$ cat src/hdl/csip_pkg.sv
// Package: shared types and codes of the circular sorted insert position block.
package csip_pkg;

    localparam int VALUE_W = 32;
    localparam int POS_W   = 6;
    localparam int OP_W    = 2;
    localparam int STAT_W  = 2;

    typedef enum logic [OP_W-1:0] {
        OP_CLEAR  = 2'd0,
        OP_APPEND = 2'd1,
        OP_QUERY  = 2'd2
    } opcode_t;

    typedef enum logic [STAT_W-1:0] {
        STAT_OK       = 2'd0,
        STAT_EMPTY    = 2'd1,
        STAT_NO_PLACE = 2'd2,
        STAT_FULL     = 2'd3
    } status_t;

    typedef enum logic {
        ST_IDLE,
        ST_WALK
    } state_t;

    // Commands from the controller to the datapath.
    typedef struct packed {
        logic do_clear;
        logic do_append;
        logic do_quick;
        logic do_start;
        logic do_walk;
        logic do_walk_done;
    } csip_cmd_t;

    // Status from the datapath to the controller.
    typedef struct packed {
        logic quick_done;
        logic walk_hit;
        logic walk_end;
    } csip_stat_t;

endpackage

$ cat src/hdl/csip_if.sv
// Interfaces: input word channel and result word channel.
interface csip_in_if;
    import csip_pkg::*;

    logic                      valid;
    logic                      ready;
    logic [OP_W-1:0]           opcode;
    logic signed [VALUE_W-1:0] item_value;

    modport source (output valid, output opcode, output item_value, input ready);
    modport sink   (input valid, input opcode, input item_value, output ready);
endinterface

interface csip_out_if;
    import csip_pkg::*;

    logic              valid;
    logic              ready;
    logic [POS_W-1:0]  position;
    logic [STAT_W-1:0] status;

    modport source (output valid, output position, output status, input ready);
    modport sink   (input valid, input position, input status, output ready);
endinterface

$ cat src/hdl/csip_ctrl.sv
// Controller: accepts words, sequences the store walk and owns the result valid flag.
module csip_ctrl (
    input  logic                 clk,
    input  logic                 rst_n,
    input  logic                 in_valid,
    input  logic [1:0]           in_opcode,
    output logic                 in_ready,
    output logic                 out_valid,
    input  logic                 out_ready,
    output csip_pkg::csip_cmd_t  cmd,
    input  csip_pkg::csip_stat_t stat
);
    import csip_pkg::*;

    state_t state_reg;
    state_t state_next;
    logic   out_valid_reg;
    logic   out_valid_next;
    logic   accept;
    logic   result_set;

    assign in_ready  = (state_reg == ST_IDLE) && (!out_valid_reg || out_ready);
    assign accept    = in_valid && in_ready;
    assign out_valid = out_valid_reg;

    // Next state
    always_comb
    begin
        state_next = state_reg;
        unique case (state_reg)
            ST_IDLE:
            begin
                if (accept && (in_opcode == OP_QUERY) && !stat.quick_done)
                begin
                    state_next = ST_WALK;
                end
            end
            ST_WALK:
            begin
                if (stat.walk_hit || stat.walk_end)
                begin
                    state_next = ST_IDLE;
                end
            end
        endcase
    end

    // Outputs
    always_comb
    begin
        cmd        = '0;
        result_set = 1'b0;
        unique case (state_reg)
            ST_IDLE:
            begin
                if (accept)
                begin
                    unique case (in_opcode)
                        OP_CLEAR:
                        begin
                            cmd.do_clear = 1'b1;
                        end
                        OP_APPEND:
                        begin
                            cmd.do_append = 1'b1;
                            result_set    = 1'b1;
                        end
                        OP_QUERY:
                        begin
                            if (stat.quick_done)
                            begin
                                cmd.do_quick = 1'b1;
                                result_set   = 1'b1;
                            end
                            else
                            begin
                                cmd.do_start = 1'b1;
                            end
                        end
                        default:
                        begin
                            // unused opcode: drop the word
                        end
                    endcase
                end
            end
            ST_WALK:
            begin
                cmd.do_walk = 1'b1;
                if (stat.walk_hit || stat.walk_end)
                begin
                    cmd.do_walk_done = 1'b1;
                    result_set       = 1'b1;
                end
            end
        endcase
    end

    assign out_valid_next = result_set || (out_valid_reg && !out_ready);

    always_ff @(posedge clk or negedge rst_n)
    begin
        if (!rst_n)
        begin
            state_reg     <= ST_IDLE;
            out_valid_reg <= 1'b0;
        end
        else
        begin
            state_reg     <= state_next;
            out_valid_reg <= out_valid_next;
        end
    end

endmodule

$ cat src/hdl/csip_datapath.sv
// Datapath: value store, extreme trackers, walk comparators and result register.
module csip_datapath #(
    parameter int STORE_DEPTH = 64
) (
    input  logic                                 clk,
    input  logic                                 rst_n,
    input  logic                                 cfg_we,
    input  logic                                 cfg_wdata,
    input  logic signed [csip_pkg::VALUE_W-1:0]  in_value,
    input  csip_pkg::csip_cmd_t                  cmd,
    output csip_pkg::csip_stat_t                 stat,
    output logic [csip_pkg::POS_W-1:0]           position,
    output logic [csip_pkg::STAT_W-1:0]          status
);
    import csip_pkg::*;

    localparam int IDX_W = (STORE_DEPTH > 1) ? $clog2(STORE_DEPTH) : 1;
    localparam int CNT_W = $clog2(STORE_DEPTH + 1);

    logic signed [VALUE_W-1:0] mem [STORE_DEPTH];

    logic                      desc_reg;
    logic [CNT_W-1:0]          count_reg;
    logic signed [VALUE_W-1:0] largest_reg;
    logic signed [VALUE_W-1:0] smallest_reg;
    logic [IDX_W-1:0]          largest_idx_reg;
    logic [IDX_W-1:0]          smallest_idx_reg;
    logic signed [VALUE_W-1:0] first_reg;
    logic signed [VALUE_W-1:0] last_reg;
    logic signed [VALUE_W-1:0] value_reg;
    logic [IDX_W-1:0]          rd_addr_reg;
    logic [IDX_W-1:0]          data_idx_reg;
    logic                      data_ok_reg;
    logic signed [VALUE_W-1:0] rd_data_reg;
    logic signed [VALUE_W-1:0] prev_reg;
    logic [POS_W-1:0]          position_reg;
    logic [STAT_W-1:0]         status_reg;

    logic [POS_W-1:0]          quick_pos;
    logic [STAT_W-1:0]         quick_status;
    logic                      quick_done;
    logic [POS_W-1:0]          append_pos;
    logic [STAT_W-1:0]         append_status;
    logic                      is_full;
    logic                      between;
    logic                      extreme;
    logic                      pair_valid;
    logic                      pair_match;
    logic                      last_pair;
    logic                      walk_hit;
    logic                      walk_end;
    logic [CNT_W-1:0]          count_m1;
    logic [IDX_W-1:0]          extreme_idx;
    logic [IDX_W-1:0]          wr_idx;

    // Fit an index into the 6-bit position field (zero-extend or mask).
    function automatic logic [POS_W-1:0] to_pos(input logic [IDX_W-1:0] idx);
        logic [POS_W+IDX_W-1:0] wide;
        wide = {{POS_W{1'b0}}, idx};
        return wide[POS_W-1:0];
    endfunction

    assign is_full  = (count_reg >= CNT_W'(STORE_DEPTH));
    assign wr_idx   = count_reg[IDX_W-1:0];
    assign count_m1 = count_reg - CNT_W'(1);

    // Append result
    always_comb
    begin
        if (is_full)
        begin
            append_pos    = '0;
            append_status = STAT_FULL;
        end
        else
        begin
            append_pos    = to_pos(wr_idx);
            append_status = STAT_OK;
        end
    end

    // Query checks that need no walk: empty, wrap gap, new extreme, single entry.
    assign between = desc_reg ? ((in_value > first_reg) && (in_value < last_reg))
                              : ((in_value < first_reg) && (in_value > last_reg));
    assign extreme     = (in_value > largest_reg) || (in_value < smallest_reg);
    assign extreme_idx = desc_reg ? largest_idx_reg : smallest_idx_reg;

    always_comb
    begin
        quick_done   = 1'b1;
        quick_pos    = '0;
        quick_status = STAT_OK;
        priority if (count_reg == '0)
        begin
            quick_status = STAT_EMPTY;
        end
        else if (between)
        begin
            quick_status = STAT_OK;
        end
        else if (extreme)
        begin
            quick_pos = to_pos(extreme_idx);
        end
        else if (count_reg == CNT_W'(1))
        begin
            quick_status = STAT_NO_PLACE;
        end
        else
        begin
            quick_done = 1'b0;
        end
    end

    // Walk: prev_reg holds entry data_idx-1, rd_data_reg entry data_idx.
    // The controller only looks at hit and end while it walks.
    assign pair_valid = data_ok_reg && (data_idx_reg != '0);
    assign pair_match = desc_reg ? ((prev_reg >= value_reg) && (rd_data_reg <= value_reg))
                                 : ((prev_reg <= value_reg) && (rd_data_reg >= value_reg));
    assign last_pair  = ({1'b0, data_idx_reg} == {1'b0, count_m1[IDX_W-1:0]})
                        && (count_m1 < CNT_W'(STORE_DEPTH));
    assign walk_hit   = pair_valid && pair_match;
    assign walk_end   = pair_valid && !pair_match && last_pair;

    assign stat = {quick_done, walk_hit, walk_end};

    // Store array: write on append, registered read during the walk.
    always_ff @(posedge clk)
    begin
        if (cmd.do_append && !is_full)
        begin
            mem[wr_idx] <= in_value;
        end
        if (cmd.do_walk)
        begin
            rd_data_reg <= mem[rd_addr_reg];
            prev_reg    <= rd_data_reg;
        end
    end

    // Payload registers
    always_ff @(posedge clk)
    begin
        if (cmd.do_append && !is_full)
        begin
            last_reg <= in_value;
            if (count_reg == '0)
            begin
                first_reg <= in_value;
            end
        end
        if (cmd.do_start)
        begin
            value_reg <= in_value;
        end
        if (cmd.do_append)
        begin
            position_reg <= append_pos;
            status_reg   <= append_status;
        end
        else if (cmd.do_quick)
        begin
            position_reg <= quick_pos;
            status_reg   <= quick_status;
        end
        else if (cmd.do_walk_done)
        begin
            position_reg <= walk_hit ? to_pos(data_idx_reg) : '0;
            status_reg   <= walk_hit ? STAT_OK : STAT_NO_PLACE;
        end
    end

    // Control state: count, extremes, walk counters, mode register
    always_ff @(posedge clk or negedge rst_n)
    begin
        if (!rst_n)
        begin
            desc_reg         <= 1'b1;
            count_reg        <= '0;
            largest_reg      <= '0;
            smallest_reg     <= '0;
            largest_idx_reg  <= '0;
            smallest_idx_reg <= '0;
            rd_addr_reg      <= '0;
            data_idx_reg     <= '0;
            data_ok_reg      <= 1'b0;
        end
        else
        begin
            if (cfg_we)
            begin
                desc_reg <= cfg_wdata;
            end
            if (cmd.do_clear)
            begin
                count_reg        <= '0;
                largest_reg      <= '0;
                smallest_reg     <= '0;
                largest_idx_reg  <= '0;
                smallest_idx_reg <= '0;
            end
            else if (cmd.do_append && !is_full)
            begin
                count_reg <= count_reg + CNT_W'(1);
                if (count_reg == '0)
                begin
                    largest_reg      <= in_value;
                    smallest_reg     <= in_value;
                    largest_idx_reg  <= '0;
                    smallest_idx_reg <= '0;
                end
                else
                begin
                    if (in_value > largest_reg)
                    begin
                        largest_reg     <= in_value;
                        largest_idx_reg <= wr_idx;
                    end
                    if (in_value < smallest_reg)
                    begin
                        smallest_reg     <= in_value;
                        smallest_idx_reg <= wr_idx;
                    end
                end
            end
            if (cmd.do_start)
            begin
                rd_addr_reg <= '0;
                data_ok_reg <= 1'b0;
            end
            else if (cmd.do_walk)
            begin
                rd_addr_reg  <= rd_addr_reg + IDX_W'(1);
                data_idx_reg <= rd_addr_reg;
                data_ok_reg  <= 1'b1;
            end
        end
    end

    assign position = position_reg;
    assign status   = status_reg;

endmodule

$ cat src/hdl/circular_sorted_insert_position.sv
// Top level: insertion index finder over a rotated sorted store of signed values.
//
// Usage:
//   in_ch carries one word per handshake: opcode (0 clear, 1 append, 2 query)
//   and a signed 32-bit item_value. out_ch returns one word of position and
//   status for every append and query; clear and the unused opcode return none.
//   cfg_we/cfg_wdata write the descending_order mode bit (reset value 1);
//   write it only while the block is idle.
// Result path:
//   The result word of an append appears the cycle after acceptance, as does
//   that of a query settled without a walk (empty store, gap between last and
//   first entries, new extreme, single entry). Otherwise the controller walks
//   the store one entry per cycle through its single registered read port
//   until a neighbour pair holds the value or the last pair has been checked.
// Reset:
//   rst_n clears the entry count, the extreme trackers and the mode bit to
//   descending. Store contents are not cleared; the count guards every read.
// Back-pressure:
//   The result word holds in its output register while out_ch.ready is low.
//   A new word is taken once the controller is idle and the output register
//   is empty or being drained in the same cycle.
module circular_sorted_insert_position #(
    parameter int STORE_DEPTH = 64
) (
    input  logic             clk,
    input  logic             rst_n,
    input  logic             cfg_we,
    input  logic             cfg_wdata,
    csip_in_if.sink          in_ch,
    csip_out_if.source       out_ch
);
    import csip_pkg::*;

    csip_cmd_t  cmd;
    csip_stat_t stat;

    // Sequence accepts, walk steps and the result valid flag.
    csip_ctrl u_ctrl (
        .clk       (clk),
        .rst_n     (rst_n),
        .in_valid  (in_ch.valid),
        .in_opcode (in_ch.opcode),
        .in_ready  (in_ch.ready),
        .out_valid (out_ch.valid),
        .out_ready (out_ch.ready),
        .cmd       (cmd),
        .stat      (stat)
    );

    // Hold the store, track extremes and compare neighbor pairs.
    csip_datapath #(
        .STORE_DEPTH (STORE_DEPTH)
    ) u_datapath (
        .clk       (clk),
        .rst_n     (rst_n),
        .cfg_we    (cfg_we),
        .cfg_wdata (cfg_wdata),
        .in_value  (in_ch.item_value),
        .cmd       (cmd),
        .stat      (stat),
        .position  (out_ch.position),
        .status    (out_ch.status)
    );

endmodule
$ cat src/flat_wrapper.sv
// flat-port wrapper written by rule: the top's interface ports become plain ports
module circular_sorted_insert_position_flat import csip_pkg::*;
#(
    parameter int STORE_DEPTH = 64
)
  (clk, rst_n, cfg_we, cfg_wdata, in_ch_valid, in_ch_opcode, in_ch_item_value, in_ch_ready, out_ch_valid, out_ch_position, out_ch_status, out_ch_ready);
  csip_in_if in_ch_i ();
  csip_out_if out_ch_i ();
  input  logic clk;
  input  logic rst_n;
  input  logic cfg_we;
  input  logic cfg_wdata;
  input wire logic [$bits(in_ch_i.valid)-1:0] in_ch_valid;
  input wire logic [$bits(in_ch_i.opcode)-1:0] in_ch_opcode;
  input wire logic [$bits(in_ch_i.item_value)-1:0] in_ch_item_value;
  output wire logic [$bits(in_ch_i.ready)-1:0] in_ch_ready;
  output wire logic [$bits(out_ch_i.valid)-1:0] out_ch_valid;
  output wire logic [$bits(out_ch_i.position)-1:0] out_ch_position;
  output wire logic [$bits(out_ch_i.status)-1:0] out_ch_status;
  input wire logic [$bits(out_ch_i.ready)-1:0] out_ch_ready;
  assign in_ch_i.valid = in_ch_valid;
  assign in_ch_i.opcode = in_ch_opcode;
  assign in_ch_i.item_value = in_ch_item_value;
  assign in_ch_ready = in_ch_i.ready;
  assign out_ch_valid = out_ch_i.valid;
  assign out_ch_position = out_ch_i.position;
  assign out_ch_status = out_ch_i.status;
  assign out_ch_i.ready = out_ch_ready;
  circular_sorted_insert_position #(.STORE_DEPTH(STORE_DEPTH)) u_core (.clk(clk), .rst_n(rst_n), .cfg_we(cfg_we), .cfg_wdata(cfg_wdata), .in_ch(in_ch_i), .out_ch(out_ch_i));
endmodule
$ cat config.mk
export PLATFORM = sky130hd
export DESIGN_NAME = circular_sorted_insert_position_flat
export DESIGN_NICKNAME = d
export VERILOG_FILES = /design/src/hdl/csip_pkg.sv /design/src/hdl/csip_if.sv /design/src/hdl/csip_ctrl.sv /design/src/hdl/csip_datapath.sv /design/src/hdl/circular_sorted_insert_position.sv /design/src/flat_wrapper.sv
export SDC_FILE = /design/constraint.sdc
export NUM_CORES = 2
export LEC_CHECK = 0
export ABC_AREA = 1
export BUFFER_PORTS_ARGS = -buffer_cell sky130_fd_sc_hd__buf_2
export CAP_MARGIN = 20
export CORE_AREA = 3 3 595 450
export CTS_CLUSTER_DIAMETER = 30
export DETAILED_ROUTE_END_ITERATION = 10
export DIE_AREA = 0 0 598 453
export PLACE_DENSITY_LB_ADDON = 0.1
export SETUP_SLACK_MARGIN = 0.1
export SYNTH_ARGS = -nofsm -noshare
export SYNTH_HDL_FRONTEND = slang
export SYNTH_SLANG_ARGS = --single-unit
$ cat constraint.sdc
create_clock -name clk -period 4.9 [get_ports clk]
set_input_delay 0.98 -clock clk [delete_from_list [all_inputs] [get_ports clk]]
set_output_delay 0.98 -clock clk [all_outputs]
set_load 0.01 [all_outputs]
# ---- Word-level counts from Yosys, hierarchy flattened
# Memory sizes are Yosys's and may differ from the RTL's. A register that Yosys moved wholly into a read port is not among the register bits.
# Index checks and enable logic that the tools add are counted.
dict set report op_classes {
  add_sub_neg 3
  n_bitwise 2
  magnitude_cmp 12
  n_reduce_logical 36
  mux 63
  eq_ne 4
}
# cell n
set ops {}
lappend ops {{2-to-1 mux 32 bit} 8}
lappend ops {{2-to-1 mux 6 bit} 19}
lappend ops {{greater-than comparator 32 bit} 3}
lappend ops {{less-than comparator 32 bit} 3}
lappend ops {{>= comparator 32 bit} 2}
lappend ops {{<= comparator 32 bit} 2}
lappend ops {{2-to-1 mux 2 bit} 11}
lappend ops {{2-to-1 mux 1 bit} 18}
lappend ops {{logical AND 1 bit} 15}
lappend ops {{2-to-1 mux 7 bit} 2}
lappend ops {{nonzero test 3 bit} 3}
lappend ops {{2-to-1 mux 4 bit} 2}
lappend ops {{AND reduction 2 bit} 4}
lappend ops {{adder 7 x 1 -> 7 bit, second input constant} 1}
lappend ops {{== test 7 x 1 -> 1 bit, second input constant} 1}
lappend ops {{>= comparator 7 bit, second input constant} 1}
lappend ops {{logical NOT 7 bit} 1}
lappend ops {{less-than comparator 7 bit, second input constant} 1}
lappend ops {{subtractor 7 x 1 -> 7 bit, second input constant} 1}
lappend ops {{adder 6 x 1 -> 6 bit, second input constant} 1}
lappend ops {{== test 6 bit} 1}
lappend ops {{case mux 1 bit (2 select lines)} 3}
lappend ops {{nonzero test 6 bit} 1}
lappend ops {{logical NOT 1 bit} 5}
lappend ops {{6 further kinds} 11}
dict set report word_totals {
  input_bits 40
  wordCells 138
  out_inout_bits 10
  mem_bits_rw 2048
  register_bits 235
  mem_count 1
}
# memory words width rd rd_clocked_by_memory_dff wr line_no
set mem_list {}
lappend mem_list {u_core.u_datapath.mem 64 32 1 1 1 csip_datapath.sv:20} ;# logic signed [VALUE_W-1:0] mem [STORE_DEPTH];

# ---- Logic depth before layout (Yosys ltp)
dict set report depth {
  word_depth 12
  depth_mapped 23
  ltp_nobuf 23
}

# ---- By module
# A second synthesis with hierarchy kept.
dict set report unflattened {
  hier_cells 7513
  hier_area_um2 94692.1
}
# module area_each_um2 n_inst cells_per_inst
set by_module_without_submodules {}
lappend by_module_without_submodules {csip_datapath 94464.3 1 7482}
lappend by_module_without_submodules {csip_ctrl 227.7 1 31}

# ---- Least setup slack after synthesis
# OpenSTA, ideal clock, no wires.
dict set report synth_timing {
  path_type {register -> register}
  from {register u_core.u_ctrl.state_reg}
  to {memory u_core.u_datapath.mem[32][0] (enable)}
  path_slack_ps -183
  setup_ps 421
  t_arrival_ps 4662
  t_required_ps 4479
  path_buffers 1
  stages_incl_launch_ff 9
  cell_sequence {dfrtp_1 nor2_4 nand2_2 nor2_4 inv_4 nor2_4 clkbuf_1 nand2_1 nor2_1}
}
dict set report synth_via {
  elab_chain_len 8
}
# element line_no
set synth_lines {}
lappend synth_lines {{start: declaration} csip_ctrl.sv:15} ;# state_t state_reg;
lappend synth_lines {{start signal: assignment} csip_ctrl.sv:110} ;# state_reg <= state_next;
lappend synth_lines {{inverter 1 bit} n/a}
lappend synth_lines {{logical AND 1 bit} csip_ctrl.sv:22} ;# assign in_ready = (state_reg == ST_IDLE) && (!out_valid_reg || out_ready);
lappend synth_lines {{net in_ch_ready} flat_wrapper.sv:16} ;# output wire logic [$bits(in_ch_i.ready)-1:0] in_ch_ready;
lappend synth_lines {{logical AND 1 bit} csip_ctrl.sv:23} ;# assign accept = in_valid && in_ready;
lappend synth_lines {{2-to-1 mux 4 bit} csip_ctrl.sv:56} ;# if (accept)
lappend synth_lines {{2-to-1 mux 4 bit} csip_ctrl.sv:53} ;# unique case (state_reg)
lappend synth_lines {{logical AND 1 bit} csip_datapath.sv:130} ;# if (cmd.do_append && !is_full)
lappend synth_lines {{2-to-1 mux 1 bit} csip_datapath.sv:130}
lappend synth_lines {{2-to-1 mux 1 bit (implied by the code)} csip_datapath.sv:132} ;# mem[wr_idx] <= in_value;
lappend synth_lines {{end: declaration} csip_datapath.sv:20}
# The timed path passes the listed nets, and every way through them passes these cells.

==> metrics.cfg <==
[outcome]
status = finished, final reports clean

[cells_and_area]
drive_gt1_share_pct = 14.8
area_growth_syn_to_layout_pct = 22.7
layout.cell_area.non_filler_um2 = 116000
nets = 7760
fillerInstances = 23833
largest_register = u_core.u_datapath.mem
largest_reg_flops = 2048
commonest_non_fill_non_tap_cells_in_the_layout = sky130_fd_sc_hd__edfxtp_1, sky130_fd_sc_hd__nor2_1, sky130_fd_sc_hd__o21ai_0
final_common_cell = sky130_fd_sc_hd__edfxtp_1
final_core_util_pct = 44.1

[die]
core_um2 = 262000
floorplan.io_pins = 50
floorplan.initialDensity_pct = 35.9
std_cell_rows = 163
die-area_um2 = 271000
die_w_um = 598
chipHeight_um = 453

[drt]
detailedRoute.firstPassIterationCount = 6
total_length_of_routed_wires_um = 320000
post_dr_wirelength_cell_um = 28.2
drc = 0
ant_nets = 0
post_drt_via_cell_ratio = 5.49
drtIter0Drc = 6897
routed-via-count = 62450

[worst_hold_path]
min_path_type = input port to asynchronous set/reset pin

[worst_setup_path]
timing.critical_path.fanout_max = 175
rr_worst_depth = 7
crit_cells = 7
reg2reg_from = u_core.u_datapath.rd_addr_reg[0]$_DFFE_PN0P_
critical_path_buf_inv_count = 2
cp-start-kind = flop
crit_chain = inv_16 -> buf_4 -> o21ai_0 -> o221ai_1 -> nand3_1 -> nand4_1 -> a32o_1
critical-path-top-delay-family = flip-flops
worstSetupPathType = flop to flop
setup.worst_path.start = u_core.u_datapath.rd_addr_reg[0]$_DFFE_PN0P_
cpMaxStageDelayCell = sky130_fd_sc_hd__dfrtp_4
worstSetupEndpointType = flop
worst-endpoint-required_ns = 5.52
cp.arrival_ns = 4.31
critical_path.max_stage_delay_ns = 0.90

[clock_network]
post_cts_hold_buffer_count = 0
cts_num_sinks = 2315
tritoncts_clock_tree = built
worstSkewPairLatency_ns = 0.91
cts_made_buffers = 455
max-clock-path-buffers = 4
cts_max_level = 5
clk_transition_reported_paths_ns = 0.05
cts.root.buffer_cell = sky130_fd_sc_hd__clkbuf_16
postCtsResizedCells = 0
cts_setup_buffers = 0

[sta]
timing.final.setup_violations = 0
max_slew.worst_pin.slew_ns = 1.04
finalMaxSlewViolations = 0
final.period_utilization_pct = 75.3
setup_repair_after_global_routing_missed_its_margin = false
post-route-min-period_ns = 3.69
max_slew_margin_pct = 30.6
max_freq_ghz = 0.271
totalNegativeSetupSlack_ns = 0
finalClockSkew_ns = 0.0662
final_hold_viol_count = 0
fin_worst_hold_slack_ns = 0.216

[yosys]
synth_warnings = 0
ys_types = 48
netlist_instances = 7230
share_of_the_synthesized_area_in_the_top_cell_type_pct = 70.6
synth_enable_flop_cells = 2216
syn_nets = 7468
async_reset_ff_share_pct = 4.28
mappedNetlistArea_um2 = 94200
yosys.area.top_type = sky130_fd_sc_hd__edfxtp_1
synth_seq_cells = 2315
post_synth.cell_area_avg_um2 = 13.0
seq_area_frac_synth_pct = 73.3
postSynth.topFlopCell = sky130_fd_sc_hd__edfxtp_1
synth_area_leaders = sky130_fd_sc_hd__edfxtp_1, sky130_fd_sc_hd__o21ai_0, sky130_fd_sc_hd__nor2_1, sky130_fd_sc_hd__ha_1, sky130_fd_sc_hd__dfrtp_1

[power_and_ir_drop]
p_sw_share_pct = 33.6
combPwrFrac_pct = 25.1
power.density_cell_area_nw_per_um2 = 634
net_switching_power_w = 0.0246
internal_power_w = 0.0487
ir_worst_vdd_v = 0.000409
relative_contribution_of_sequential_cells_to_total_power_pct = 31.7
total_leakage_power_nw = 39.5
clockPowerShare_pct = 43.1

[global_route]
antenna_found_initial = 31
grt_pass1_vias = 60416
grt_resource_usage_total_pct = 23.1
grt_remaining_overflow = 0
grt_start_max_net_pins = 197
global_route_wire_length_before_repair_um = 452000

[job]
maxCapViolCount = 0

[placement]
placement.cell_area_um2 = 99900
buffer_ports.inserted = 49
finalWeightedCongestion = 0.806
dp_hpwl_um = 180000

final cells by class:
cell class	count	area (µm²)	area share [%]
Sequential cell	2315	69000	59.7
Multi-Input combinational cell	4195	22800	19.7
Clock buffer	519	11800	10.2
Tap cell	3465	4340	3.75
Clock inverter	326	3870	3.35
Timing Repair Buffer	293	2720	2.35
Inverter	262	1020	0.886
Antenna cell	2	5.00	0.00433
routing by layer:
layer | wire length (µm) | GRT usage, %
met2 | 139000 | 34.2
met5 | 41 | 0
met3 | 26200 | 5.47
met4 | 8140 | 6.29
met1 | 147000 | 34.0
final timing paths:
path                                                                 endpoint  slack, ns
worst min-delay path            u_core.u_datapath.smallest_reg[4]$_DFFE_PN0P_       0.22
min in group clk                       u_core.u_datapath.desc_reg$_DFFE_PN1P_       0.31
max in group asynchronous        u_core.u_datapath.rd_addr_reg[0]$_DFFE_PN0P_       3.49
worst max-delay path              u_core.u_datapath.rd_data_reg[31]$_DFFE_PP_       1.21
worst max register to register    u_core.u_datapath.rd_data_reg[31]$_DFFE_PP_       1.21
worst min register to register        u_core.u_datapath.prev_reg[4]$_DFFE_PP_       0.44
Yosys cell counts, types with 13 or more instances:
master and number:
sky130_fd_sc_hd__o21ai_1 83, sky130_fd_sc_hd__a32o_1 32, sky130_fd_sc_hd__ha_1 198, sky130_fd_sc_hd__nand3_1 203, sky130_fd_sc_hd__o21ai_0 1055, sky130_fd_sc_hd__a21oi_1 186, sky130_fd_sc_hd__nand2_2 20, sky130_fd_sc_hd__a31oi_1 35
sky130_fd_sc_hd__nand4_1 55, sky130_fd_sc_hd__o211ai_1 58, sky130_fd_sc_hd__nor2_1 1142, sky130_fd_sc_hd__dfrtp_1 98, sky130_fd_sc_hd__o22ai_1 312, sky130_fd_sc_hd__nor3_1 13, sky130_fd_sc_hd__edfxtp_1 2216, sky130_fd_sc_hd__inv_1 245
sky130_fd_sc_hd__o221ai_1 200, sky130_fd_sc_hd__buf_2 122, sky130_fd_sc_hd__clkbuf_1 314, sky130_fd_sc_hd__nand2_1 534
power by group through the flow:
stage          Clock (W)  Sequential [W]  Combinational, W
2_1_floorplan          0          0.0232            0.0109
3_3_place_gp           0          0.0236            0.0184
3_5_place_dp           0          0.0236            0.0185
4_1_cts           0.0321          0.0232            0.0186
5_1_grt           0.0331          0.0233            0.0201
6_report          0.0316          0.0233            0.0184
kinds of logic (layout without fill, tap and decap cells):
logic type / after synthesis / after routing / share of synthesized area, %
adders and majority gates: 198 / 198 / 2.63
muxes: 4 / 4 / 0.0425
and+or+nand+nor: 2007 / 2007 / 8.76
other: 0 / 2 / 0
xor gates and xnor gates: 7 / 7 / 0.0651
buffers and inverters: 720 / 1400 / 3.10
DFF: 2315 / 2315 / 73.3
AOI/OAI and AO/OA: 1979 / 1979 / 12.1
through the flow:
stage               total power, W  cells  setup slack (ns)
global placement            0.0421  10530             0.569
detailed placement          0.0421  10530             0.609
global route                0.0765  11376              1.13
CTS                         0.0739  11375              1.24
floorplan                   0.0342   7230             0.310
finish                      0.0733  11377              1.21
Power figures use the tool's default switching activity.
